==> config.mk <==
export PLATFORM = sky130hd
export DESIGN_NAME = resp_reply_stream_parser
export DESIGN_NICKNAME = d
export VERILOG_FILES = /design/src/rrsp_pkg.sv /design/src/resp_reply_stream_parser.sv /design/src/rrsp_front.sv /design/src/rrsp_back.sv
export SDC_FILE = /design/constraint.sdc
export NUM_CORES = 1
export LEC_CHECK = 0
export BUFFER_PORTS_ARGS = -buffer_cell sky130_fd_sc_hd__buf_2
export CAP_MARGIN = 5
export CELL_PAD_IN_SITES_DETAIL_PLACEMENT = 1
export CELL_PAD_IN_SITES_GLOBAL_PLACEMENT = 1
export CORE_MARGIN = 4
export CORE_UTILIZATION = 35
export CTS_BUF_LIST = sky130_fd_sc_hd__clkbuf_4 sky130_fd_sc_hd__clkbuf_8
export DETAILED_ROUTE_END_ITERATION = 8
export PLACE_DENSITY_LB_ADDON = 0.1
export SYNTH_ARGS = -nofsm -noshare
export SYNTH_HDL_FRONTEND = slang
export SYNTH_SLANG_ARGS = --single-unit
==> constraint.sdc <==
create_clock -name clock -period 10.5 [get_ports clock]
set_input_delay 1.05 -clock clock [delete_from_list [all_inputs] [get_ports clock]]
set_output_delay 1.05 -clock clock [all_outputs]
set_load 0.01 [all_outputs]
==> src/rrsp_pkg.sv <==
// ----------------------------------------------------------------------------
// rrsp_pkg
// Shared types and constants of the reply stream parser.
// ----------------------------------------------------------------------------
package rrsp_pkg;

   localparam int MAX_DEPTH_DEF = 8;
   localparam int LVL_W         = 4;
   localparam int QDEPTH        = 4;
   localparam logic [31:0] MAX_BULK_RST = 32'd536870912;

   // byte classes found by the front end
   typedef enum logic [3:0] {
      CLS_MINUS, CLS_PLUS, CLS_COLON, CLS_STAR, CLS_DOLLAR,
      CLS_CR, CLS_LF, CLS_SPACE, CLS_DIGIT, CLS_OTHER
   } cls_type;

   typedef struct packed {
      logic [7:0] data;
      cls_type    cls;
      logic [3:0] digit;
   } tok_type;

   // event kinds
   localparam logic [3:0] EV_INT    = 4'd0;
   localparam logic [3:0] EV_SIMPLE = 4'd1;
   localparam logic [3:0] EV_BULK   = 4'd2;
   localparam logic [3:0] EV_ETYPE  = 4'd3;
   localparam logic [3:0] EV_EMSG   = 4'd4;
   localparam logic [3:0] EV_ARR    = 4'd5;
   localparam logic [3:0] EV_NULL   = 4'd6;
   localparam logic [3:0] EV_BHDR   = 4'd7;
   localparam logic [3:0] EV_PERR   = 4'd8;

   // header kinds
   localparam logic [2:0] H_INT    = 3'd0;
   localparam logic [2:0] H_ARR    = 3'd1;
   localparam logic [2:0] H_BULK   = 3'd2;
   localparam logic [2:0] H_SIMPLE = 3'd3;
   localparam logic [2:0] H_ERR    = 3'd4;

   // largest accumulator that can still take one more digit
   localparam logic [63:0] ACC_LIMIT = 64'd922337203685477580;

   typedef struct packed {
      logic [3:0]        kind;
      logic [7:0]        data;
      logic [63:0]       value;
      logic [LVL_W-1:0]  depth;
      logic              done;
      logic [LVL_W-1:0]  closed;
      logic              rdone;
   } evt_type;

   function automatic tok_type classify(input logic [7:0] b);
      tok_type t;
      t.data  = b;
      t.digit = b[3:0];
      if (b >= 8'h30 && b <= 8'h39) t.cls = CLS_DIGIT;
      else if (b == 8'h2D) t.cls = CLS_MINUS;
      else if (b == 8'h2B) t.cls = CLS_PLUS;
      else if (b == 8'h3A) t.cls = CLS_COLON;
      else if (b == 8'h2A) t.cls = CLS_STAR;
      else if (b == 8'h24) t.cls = CLS_DOLLAR;
      else if (b == 8'h0D) t.cls = CLS_CR;
      else if (b == 8'h0A) t.cls = CLS_LF;
      else if (b == 8'h20) t.cls = CLS_SPACE;
      else t.cls = CLS_OTHER;
      return t;
   endfunction

endpackage

==> src/resp_reply_stream_parser.sv <==
// ----------------------------------------------------------------------------
// resp_reply_stream_parser
// Byte-serial reply stream parser with nested array tracking.
// ----------------------------------------------------------------------------
//  channel | dir | handshake            | payload
//  req     | in  | req_tvalid/tready    | tdata[7:0] rx_byte
//  rsp     | out | rsp_tvalid/tready    | tuser event_kind, tdata event fields
//  csr     | in  | csr_valid/csr_ready  | csr_data max_bulk_length
//
//  One byte per cycle unless the output stalls; each byte is classified as it
//  enters a four-word queue and takes one parser step into the output register.
//  Reset clears the parser state and loads the default bulk length limit.
//  Either side may stall; the queue and the output register decouple them.
module resp_reply_stream_parser #(
   parameter int MAX_DEPTH = rrsp_pkg::MAX_DEPTH_DEF
) (
   input  logic        clock,
   input  logic        reset,
   input  logic        req_tvalid,
   output logic        req_tready,
   input  logic [7:0]  req_tdata,   // rx_byte
   output logic        rsp_tvalid,
   input  logic        rsp_tready,
   // data_byte[7:0], number_value[71:8], nest_depth[75:72], element_done[76],
   // levels_closed[80:77], reply_done[81], zero fill
   output logic [87:0] rsp_tdata,
   output logic [3:0]  rsp_tuser,   // event_kind
   input  logic        csr_valid,
   output logic        csr_ready,
   input  logic [31:0] csr_data
);
   logic              q_valid, q_ready;
   rrsp_pkg::tok_type q_tok;
   rrsp_pkg::evt_type ev;

   assign csr_ready = 1'b1;

   rrsp_front u_front (
      .clock    (clock),
      .reset    (reset),
      .in_valid (req_tvalid),
      .in_ready (req_tready),
      .in_byte  (req_tdata),
      .q_valid  (q_valid),
      .q_ready  (q_ready),
      .q_tok    (q_tok)
   );

   rrsp_back #(.MAX_DEPTH(MAX_DEPTH)) u_back (
      .clock     (clock),
      .reset     (reset),
      .q_valid   (q_valid),
      .q_ready   (q_ready),
      .q_tok     (q_tok),
      .cfg_valid (csr_valid),
      .cfg_data  (csr_data),
      .ev_valid  (rsp_tvalid),
      .ev_ready  (rsp_tready),
      .ev        (ev)
   );

   // word packing
   assign rsp_tuser = ev.kind;
   assign rsp_tdata = {6'd0, ev.rdone, ev.closed, ev.done, ev.depth, ev.value, ev.data};

endmodule

==> src/rrsp_front.sv <==
// ----------------------------------------------------------------------------
// rrsp_front
// Takes input words, classifies each byte and queues it for the parser.
// ----------------------------------------------------------------------------
module rrsp_front (
   input  logic             clock,
   input  logic             reset,
   input  logic             in_valid,
   output logic             in_ready,
   input  logic [7:0]       in_byte,
   output logic             q_valid,
   input  logic             q_ready,
   output rrsp_pkg::tok_type q_tok
);
   localparam int PW = $clog2(rrsp_pkg::QDEPTH);

   rrsp_pkg::tok_type mem [rrsp_pkg::QDEPTH];
   logic [PW-1:0] wr_ff, rd_ff;
   logic [PW:0]   cnt_ff;
   logic          push, pop;

   assign in_ready = cnt_ff != (PW+1)'(rrsp_pkg::QDEPTH);
   assign q_valid  = cnt_ff != '0;
   assign push     = in_valid && in_ready;
   assign pop      = q_valid && q_ready;
   assign q_tok    = mem[rd_ff];

   // queue storage
   always_ff @(posedge clock) begin
      if (push) mem[wr_ff] <= rrsp_pkg::classify(in_byte);
   end

   // pointers and fill count
   always_ff @(posedge clock) begin
      if (reset) begin
         wr_ff  <= '0;
         rd_ff  <= '0;
         cnt_ff <= '0;
      end else begin
         if (push) wr_ff <= wr_ff + 1'b1;
         if (pop)  rd_ff <= rd_ff + 1'b1;
         if (push && !pop) cnt_ff <= cnt_ff + 1'b1;
         else if (pop && !push) cnt_ff <= cnt_ff - 1'b1;
      end
   end

endmodule

==> src/rrsp_back.sv <==
// ----------------------------------------------------------------------------
// rrsp_back
// Parser state machine, array count stack and registered event output.
// ----------------------------------------------------------------------------
module rrsp_back #(
   parameter int MAX_DEPTH = rrsp_pkg::MAX_DEPTH_DEF
) (
   input  logic              clock,
   input  logic              reset,
   input  logic              q_valid,
   output logic              q_ready,
   input  rrsp_pkg::tok_type q_tok,
   input  logic              cfg_valid,
   input  logic [31:0]       cfg_data,
   output logic              ev_valid,
   input  logic              ev_ready,
   output rrsp_pkg::evt_type ev
);
   localparam int LW = rrsp_pkg::LVL_W;
   localparam int IW = (MAX_DEPTH > 1) ? $clog2(MAX_DEPTH) : 1;

   typedef enum logic [3:0] {
      M_TYPE, M_NSTART, M_NSIGN, M_NDIG, M_NBAD, M_NLF, M_NBADLF,
      M_SIMPLE, M_ETYPE, M_ESKIP, M_EMSG, M_BDATA, M_BCR, M_SLF
   } mode_type;

   mode_type mode_ff, mode_in;
   logic [2:0]  hkind_ff, hkind_in;
   logic [63:0] acc_ff, acc_in;
   logic        neg_ff, neg_in;
   logic [31:0] bleft_ff, bleft_in;
   logic [LW-1:0] lvl_ff, lvl_in;
   logic [31:0] max_bulk_ff;
   logic [31:0] cnt_mem [MAX_DEPTH];
   logic [MAX_DEPTH-1:0] le1_ff;
   logic        ev_valid_ff;
   rrsp_pkg::evt_type ev_ff, ev_in;

   logic proc, emit, do_perr, do_comp, do_push;
   logic [3:0]  comp_kind;
   logic [63:0] comp_val, hval, acc_x10, thr;
   logic [LW-1:0] closed, tgt;
   logic        rdone, run;
   logic [31:0] tgt_cnt;
   rrsp_pkg::tok_type t;

   assign t        = q_tok;
   assign q_ready  = !ev_valid_ff || ev_ready;
   assign proc     = q_valid && q_ready;
   assign ev_valid = ev_valid_ff;
   assign ev       = ev_ff;

   // levels that finish with the current element, from the top down
   always_comb begin
      run    = 1'b1;
      closed = '0;
      for (int k = 0; k < MAX_DEPTH; k++) begin
         if (run && (LW'(k) < lvl_ff) && le1_ff[IW'(lvl_ff - LW'(1) - LW'(k))])
            closed = closed + 1'b1;
         else
            run = 1'b0;
      end
      rdone   = closed == lvl_ff;
      tgt     = lvl_ff - LW'(1) - closed;
      tgt_cnt = cnt_mem[tgt[IW-1:0]];
   end

   // parse step
   always_comb begin
      mode_in  = mode_ff;
      hkind_in = hkind_ff;
      acc_in   = acc_ff;
      neg_in   = neg_ff;
      bleft_in = bleft_ff;
      emit     = 1'b0;
      do_perr  = 1'b0;
      do_comp  = 1'b0;
      do_push  = 1'b0;
      comp_kind = rrsp_pkg::EV_INT;
      comp_val  = '0;
      ev_in     = '0;
      ev_in.depth = lvl_ff;
      hval    = neg_ff ? (64'd0 - acc_ff) : acc_ff;
      acc_x10 = (acc_ff << 3) + (acc_ff << 1) + {60'd0, t.digit};
      thr     = rrsp_pkg::ACC_LIMIT -
                64'(t.digit > (neg_ff ? 4'd8 : 4'd7));
      unique case (mode_ff)
         M_TYPE: begin
            acc_in = '0;
            neg_in = 1'b0;
            unique case (t.cls)
               rrsp_pkg::CLS_MINUS: begin
                  hkind_in = rrsp_pkg::H_ERR; mode_in = M_ETYPE;
               end
               rrsp_pkg::CLS_PLUS: begin
                  hkind_in = rrsp_pkg::H_SIMPLE; mode_in = M_SIMPLE;
               end
               rrsp_pkg::CLS_COLON: begin
                  hkind_in = rrsp_pkg::H_INT; mode_in = M_NSTART;
               end
               rrsp_pkg::CLS_STAR: begin
                  hkind_in = rrsp_pkg::H_ARR; mode_in = M_NSTART;
               end
               rrsp_pkg::CLS_DOLLAR: begin
                  hkind_in = rrsp_pkg::H_BULK; mode_in = M_NSTART;
               end
               default: do_perr = 1'b1;
            endcase
         end
         M_NSTART, M_NSIGN, M_NDIG: begin
            if (t.cls == rrsp_pkg::CLS_DIGIT) begin
               if (acc_ff > thr) mode_in = M_NBAD;
               else begin
                  acc_in  = acc_x10;
                  mode_in = M_NDIG;
               end
            end else if (mode_ff == M_NSTART && t.cls == rrsp_pkg::CLS_MINUS) begin
               neg_in  = 1'b1;
               mode_in = M_NSIGN;
            end else if (t.cls == rrsp_pkg::CLS_CR)
               mode_in = (mode_ff == M_NDIG) ? M_NLF : M_NBADLF;
            else
               mode_in = M_NBAD;
         end
         M_NBAD: begin
            if (t.cls == rrsp_pkg::CLS_CR) mode_in = M_NBADLF;
         end
         M_NBADLF: do_perr = 1'b1;
         M_NLF: begin
            if (t.cls != rrsp_pkg::CLS_LF) do_perr = 1'b1;
            else if (hkind_ff == rrsp_pkg::H_INT) begin
               do_comp = 1'b1; comp_kind = rrsp_pkg::EV_INT; comp_val = hval;
            end else if (neg_ff && acc_ff != '0) begin
               if (acc_ff == 64'd1) begin
                  do_comp = 1'b1; comp_kind = rrsp_pkg::EV_NULL; comp_val = '1;
               end else do_perr = 1'b1;
            end else if (hkind_ff == rrsp_pkg::H_ARR) begin
               if (acc_ff == '0) begin
                  do_comp = 1'b1; comp_kind = rrsp_pkg::EV_ARR;
               end else if (acc_ff[63:32] != '0 || lvl_ff >= LW'(MAX_DEPTH))
                  do_perr = 1'b1;
               else begin
                  do_push     = 1'b1;
                  mode_in     = M_TYPE;
                  emit        = 1'b1;
                  ev_in.kind  = rrsp_pkg::EV_ARR;
                  ev_in.value = acc_ff;
               end
            end else if (acc_ff > {32'd0, max_bulk_ff})
               do_perr = 1'b1;
            else begin
               bleft_in    = acc_ff[31:0];
               mode_in     = (acc_ff != '0) ? M_BDATA : M_BCR;
               emit        = 1'b1;
               ev_in.kind  = rrsp_pkg::EV_BHDR;
               ev_in.value = acc_ff;
            end
         end
         M_SIMPLE: begin
            if (t.cls == rrsp_pkg::CLS_CR) mode_in = M_SLF;
            else begin
               emit = 1'b1; ev_in.kind = rrsp_pkg::EV_SIMPLE; ev_in.data = t.data;
            end
         end
         M_ETYPE: begin
            if (t.cls == rrsp_pkg::CLS_CR) mode_in = M_SLF;
            else if (t.cls == rrsp_pkg::CLS_SPACE) mode_in = M_ESKIP;
            else begin
               emit = 1'b1; ev_in.kind = rrsp_pkg::EV_ETYPE; ev_in.data = t.data;
            end
         end
         M_ESKIP, M_EMSG: begin
            if (t.cls == rrsp_pkg::CLS_CR) mode_in = M_SLF;
            else if (!(t.cls == rrsp_pkg::CLS_SPACE && mode_ff == M_ESKIP)) begin
               mode_in = M_EMSG;
               emit = 1'b1; ev_in.kind = rrsp_pkg::EV_EMSG; ev_in.data = t.data;
            end
         end
         M_BDATA: begin
            bleft_in = (bleft_ff != '0) ? bleft_ff - 32'd1 : '0;
            if (bleft_in == '0) mode_in = M_BCR;
            emit = 1'b1; ev_in.kind = rrsp_pkg::EV_BULK; ev_in.data = t.data;
         end
         M_BCR: begin
            if (t.cls != rrsp_pkg::CLS_CR) do_perr = 1'b1;
            else mode_in = M_SLF;
         end
         M_SLF: begin
            if (t.cls != rrsp_pkg::CLS_LF) do_perr = 1'b1;
            else begin
               do_comp = 1'b1;
               if (hkind_ff == rrsp_pkg::H_BULK) comp_kind = rrsp_pkg::EV_BULK;
               else if (hkind_ff == rrsp_pkg::H_ERR) comp_kind = rrsp_pkg::EV_EMSG;
               else comp_kind = rrsp_pkg::EV_SIMPLE;
            end
         end
         default: do_perr = 1'b1;
      endcase
      // stack level update and completion / error events
      lvl_in = lvl_ff;
      if (do_push) lvl_in = lvl_ff + LW'(1);
      if (do_comp) begin
         mode_in      = M_TYPE;
         lvl_in       = lvl_ff - closed;
         emit         = 1'b1;
         ev_in.kind   = comp_kind;
         ev_in.value  = comp_val;
         ev_in.done   = 1'b1;
         ev_in.closed = closed;
         ev_in.rdone  = rdone;
      end
      if (do_perr) begin
         mode_in    = M_TYPE;
         lvl_in     = '0;
         emit       = 1'b1;
         ev_in      = '0;
         ev_in.kind = rrsp_pkg::EV_PERR;
         ev_in.depth = lvl_ff;
      end
   end

   // count stack: push writes the new top, completion decrements one entry
   always_ff @(posedge clock) begin
      if (proc && do_push) begin
         cnt_mem[lvl_ff[IW-1:0]] <= acc_ff[31:0];
         le1_ff[lvl_ff[IW-1:0]]  <= acc_ff == 64'd1;
      end else if (proc && do_comp && !rdone) begin
         cnt_mem[tgt[IW-1:0]] <= tgt_cnt - 32'd1;
         le1_ff[tgt[IW-1:0]]  <= tgt_cnt == 32'd2;
      end
   end

   // parser state and output word
   always_ff @(posedge clock) begin
      if (reset) begin
         mode_ff     <= M_TYPE;
         hkind_ff    <= rrsp_pkg::H_INT;
         acc_ff      <= '0;
         neg_ff      <= 1'b0;
         bleft_ff    <= '0;
         lvl_ff      <= '0;
         max_bulk_ff <= rrsp_pkg::MAX_BULK_RST;
         ev_valid_ff <= 1'b0;
      end else begin
         if (cfg_valid) max_bulk_ff <= cfg_data;
         if (proc) begin
            mode_ff  <= mode_in;
            hkind_ff <= hkind_in;
            acc_ff   <= acc_in;
            neg_ff   <= neg_in;
            bleft_ff <= bleft_in;
            lvl_ff   <= lvl_in;
         end
         if (proc && emit) ev_valid_ff <= 1'b1;
         else if (ev_ready) ev_valid_ff <= 1'b0;
      end
   end

   always_ff @(posedge clock) begin
      if (proc && emit) ev_ff <= ev_in;
   end

   // checks
   a_lvl_bound: assert property (@(posedge clock) disable iff (reset)
      lvl_ff <= LW'(MAX_DEPTH))
      else $error("stack level above maximum depth");

   a_perr_drop: assert property (@(posedge clock) disable iff (reset)
      (proc && do_perr) |=> (lvl_ff == '0 && mode_ff == M_TYPE))
      else $error("open arrays kept after protocol error");

   a_rdone_all: assert property (@(posedge clock) disable iff (reset)
      (ev_valid_ff && ev_ff.rdone) |-> (ev_ff.closed == ev_ff.depth && ev_ff.done))
      else $error("reply done without closing every level");

endmodule
==> flow_summary.ini <==
[finish]
fin_util = 0.401
final_area_mm2 = 0.0362
layout.nets = 3387
drive_above_1_share = 0.159
area_delta_synth_final_pct = 13.2

[routing]
vias_per_cell = 5.66
drt-met1-wl_mm = 49.0
num_vias = 24955
drc = 0
dr_wl_met2_mm = 48.7
post_drt_wl_per_cell_um = 24.0
drt_iter0_markers = 1879
drt.antenna.violating_nets = 0
dr.pass1.iters = 5
top_layer_used = met4
drt_wl_total_mm = 106
wl_met3_mm = 5.24

[grt]
grt_pass1_wl_mm = 161
track_usage = 0.219
grt_overflow = 0
antenna_found_initial = 7
grt_max_degree = 83
grt_pass1_vias = 26029

[synth]
yosysSeqAreaShare = 0.468
synth.avg_cell_area_um2 = 10.5
synth_area_mm2 = 0.0320
synth_edf_count = 398
yosysMostFrequentCell = edfxtp_1
synth_top_area_frac = 0.374
ys_top_cells_by_count = edfxtp_1, nor2_1, nand2_1
netlist_top_cells_area = edfxtp_1, dfxtp_1, ha_1
synth_warnings = 0
synthFlopType = edfxtp_1
synth_cells = 3038
yosys.area.top_type = edfxtp_1
ys_seq_elements = 548
synth_cell_type_count = 92
async_reset_ff_frac = 0

[clocking]
clk_latency_ns = 0.79
clockBufferDepth = 3
clock-sinks = 548
cts_tree = done
hold_buffers = 0
ctsRootBufferMaster = clkbuf_8
cts_made_buffers = 100
clkSlewWorstSetupHoldPaths_ns = 0.06
cts_max_level = 3

[outcome]
status = complete, no violations

[timing]
tightestPinTransition_ns = 1.12
skew_ns = 0.0670
rsz0062_at_grt = false
relSlewSlack = 0.251
final.setup.tns_ns = 0
setup_viol = 0
max_freq_ghz = 0.104
drv_slew = 0
fin_crit_sh = 0.915
fin_crit_ns = 9.61
hold_viol = 0
holdWs_ns = 0.492

[min_path]
hold_class = reg2reg

[pwr]
p_per_area_mw_per_mm2 = 185
irDropWorstVdd_mv = 0.104
leakage_nw = 14.9

[placement]
port-buffer-count = 132
dpl.hpwl_mm = 73.5
place_area_mm2 = 0.0340
place.gp.congestion = 0.851

[setup_path]
crit_slowest_cell = ha_1
path_common_cell = ha_1
cp_num_buf_inv = 4
required_ns = 11.02
path_max_fanout = 16
path_delay_family = simple AND/OR/NAND/NOR gates
worstSetupEndpointType = flip-flop
cp_slowest_stage_delay_ns = 0.56
worstSetupPathType = reg2reg
worstPathArrival_ns = 10.13
critPathLaunchType = flip-flop

[floorplan]
die_x_um = 310
die-area_mm2 = 0.0963
coreArea_mm2 = 0.0903
io_pins = 140
fp-row-count = 110
die-height_um = 310
start_util = 0.354

[flow_run]
max_cap_violations = 0
[kinds of logic after synthesis]
group | Yosys count | synth area share
fa+ha+maj | 193 | 0.0767
other cells | 2 | 0.000235
simple gates | 880 | 0.131
mux | 163 | 0.0835
xor+xnor | 192 | 0.0539
flops | 548 | 0.468
buf+inv | 300 | 0.0374
compound gates | 760 | 0.149
[worst paths after layout]
| check | start | endpoint | slack [ns] | cells past startpoint |
|---|---|---|---|---|
| setup / recovery | u_back.lvl_ff[0]$_SDFFE_PP0P_ | u_back.cnt_mem[7][27]$_DFFE_PP_ | 0.89 | 39 |
| hold reg to reg | u_back.max_bulk_ff[26]$_SDFFE_PP0P_ | u_back.max_bulk_ff[26]$_SDFFE_PP0P_ | 0.49 | 2 |
| hold / removal | u_back.max_bulk_ff[26]$_SDFFE_PP0P_ | u_back.max_bulk_ff[26]$_SDFFE_PP0P_ | 0.49 | 2 |
| setup reg to reg | u_back.lvl_ff[0]$_SDFFE_PP0P_ | u_back.cnt_mem[7][27]$_DFFE_PP_ | 0.89 | 39 |
[final cells by class]
type	count	area (um2)
inverter	97	367
timing repair buffer	207	1250
antenna	3	7.51
tap	1176	1470
multi-input combinational	2195	16000
fill	9987	54100
sequential	548	15000
clock buffer	135	1660
clock inverter	48	524
[worst min-delay path, cell delays in order, from the launching register on]
cell and delay [ns]:
dfxtp_1 0.32, mux2i_1 0.07, nor2_1 0.07
[flip-flops by register name, summed over array words and instances (netlist names), named ones only]
| signal | count |
|---|---|
| u_back.cnt_mem | 256 |
| u_back.ev | 86 |
| u_back.acc_ff | 64 |
| u_front.mem | 48 |
| u_back.bleft_ff | 32 |
| u_back.max_bulk_ff | 32 |
| u_back.le1_ff | 8 |
| u_back.lvl_ff | 4 |
| u_back.mode_ff | 4 |
| u_back.hkind_ff | 3 |
| u_front.cnt_ff | 3 |
| u_front.rd_ff | 2 |
| u_front.wr_ff | 2 |
| u_back.ev_valid | 1 |
| u_back.neg_ff | 1 |
[cells in the final DEF, fill, tap and decap left out, drive strengths merged, types with 11 or more instances in the layout]
cell    netlist  routed
clkbuf      157     135
nand2       238     238
dfxtp       150     150
buf          46     207
o21a         13      13
nor4         34      34
o21bai       15      15
clkinv        2      34
and2         23      23
a22oi        47      47
mux2i        74      74
or3          36      36
nand2b       26      26
o21ai       208     208
xor2         82      82
o31ai        26      26
or4          18      18
nor2b        24      24
a31oi        22      22
nor3         76      76
o41ai        13      13
a21oi       223     223
a221oi       11      11
edfxtp      398     398
and3         15      15
xnor2       107     107
nand3        51      51
nand4        32      32
a211oi       22      22
a21o         54      54
nor2        268     268
mux4         82      82
or2          16      16
a22o         16      16
ha          188     188
inv          95     100
[per-layer routing]
| layer | up-vias | track usage |
|---|---|---|
| li1 | 11565 | - |
| met1 | 12633 | 0.308 |
| met2 | 605 | 0.348 |
| met3 | 152 | 0.0353 |
| met4 | 0 | 0.0701 |
| met5 | - | 0 |
[power by group]
| group | internal [mW] | switching [mW] | total, mW |
|---|---|---|---|
| registers | 2.61 | 0.118 | 2.72 |
| clock network | 1.25 | 1.00 | 2.25 |
| logic | 0.581 | 1.14 | 1.72 |
[what timing repair did]
item / 4_1_cts / 5_1_grt
buffers inserted: 0 / 2
resized for setup: 0 / 6
setup endpoints to repair: 0 / 88
endpoints found under the hold margin: 0 / 0
[through the flow]
step	power [mW]	setup slack (ns)	std cells
after floorplan	3.83	0.569	3043
after global placement	4.46	0.895	4221
after detailed placement	4.51	0.373	4221
after CTS	6.80	0.362	4404
after global routing	7.06	0.0640	4408
final	6.69	0.891	4409
Power figures use the tool's default switching activity.
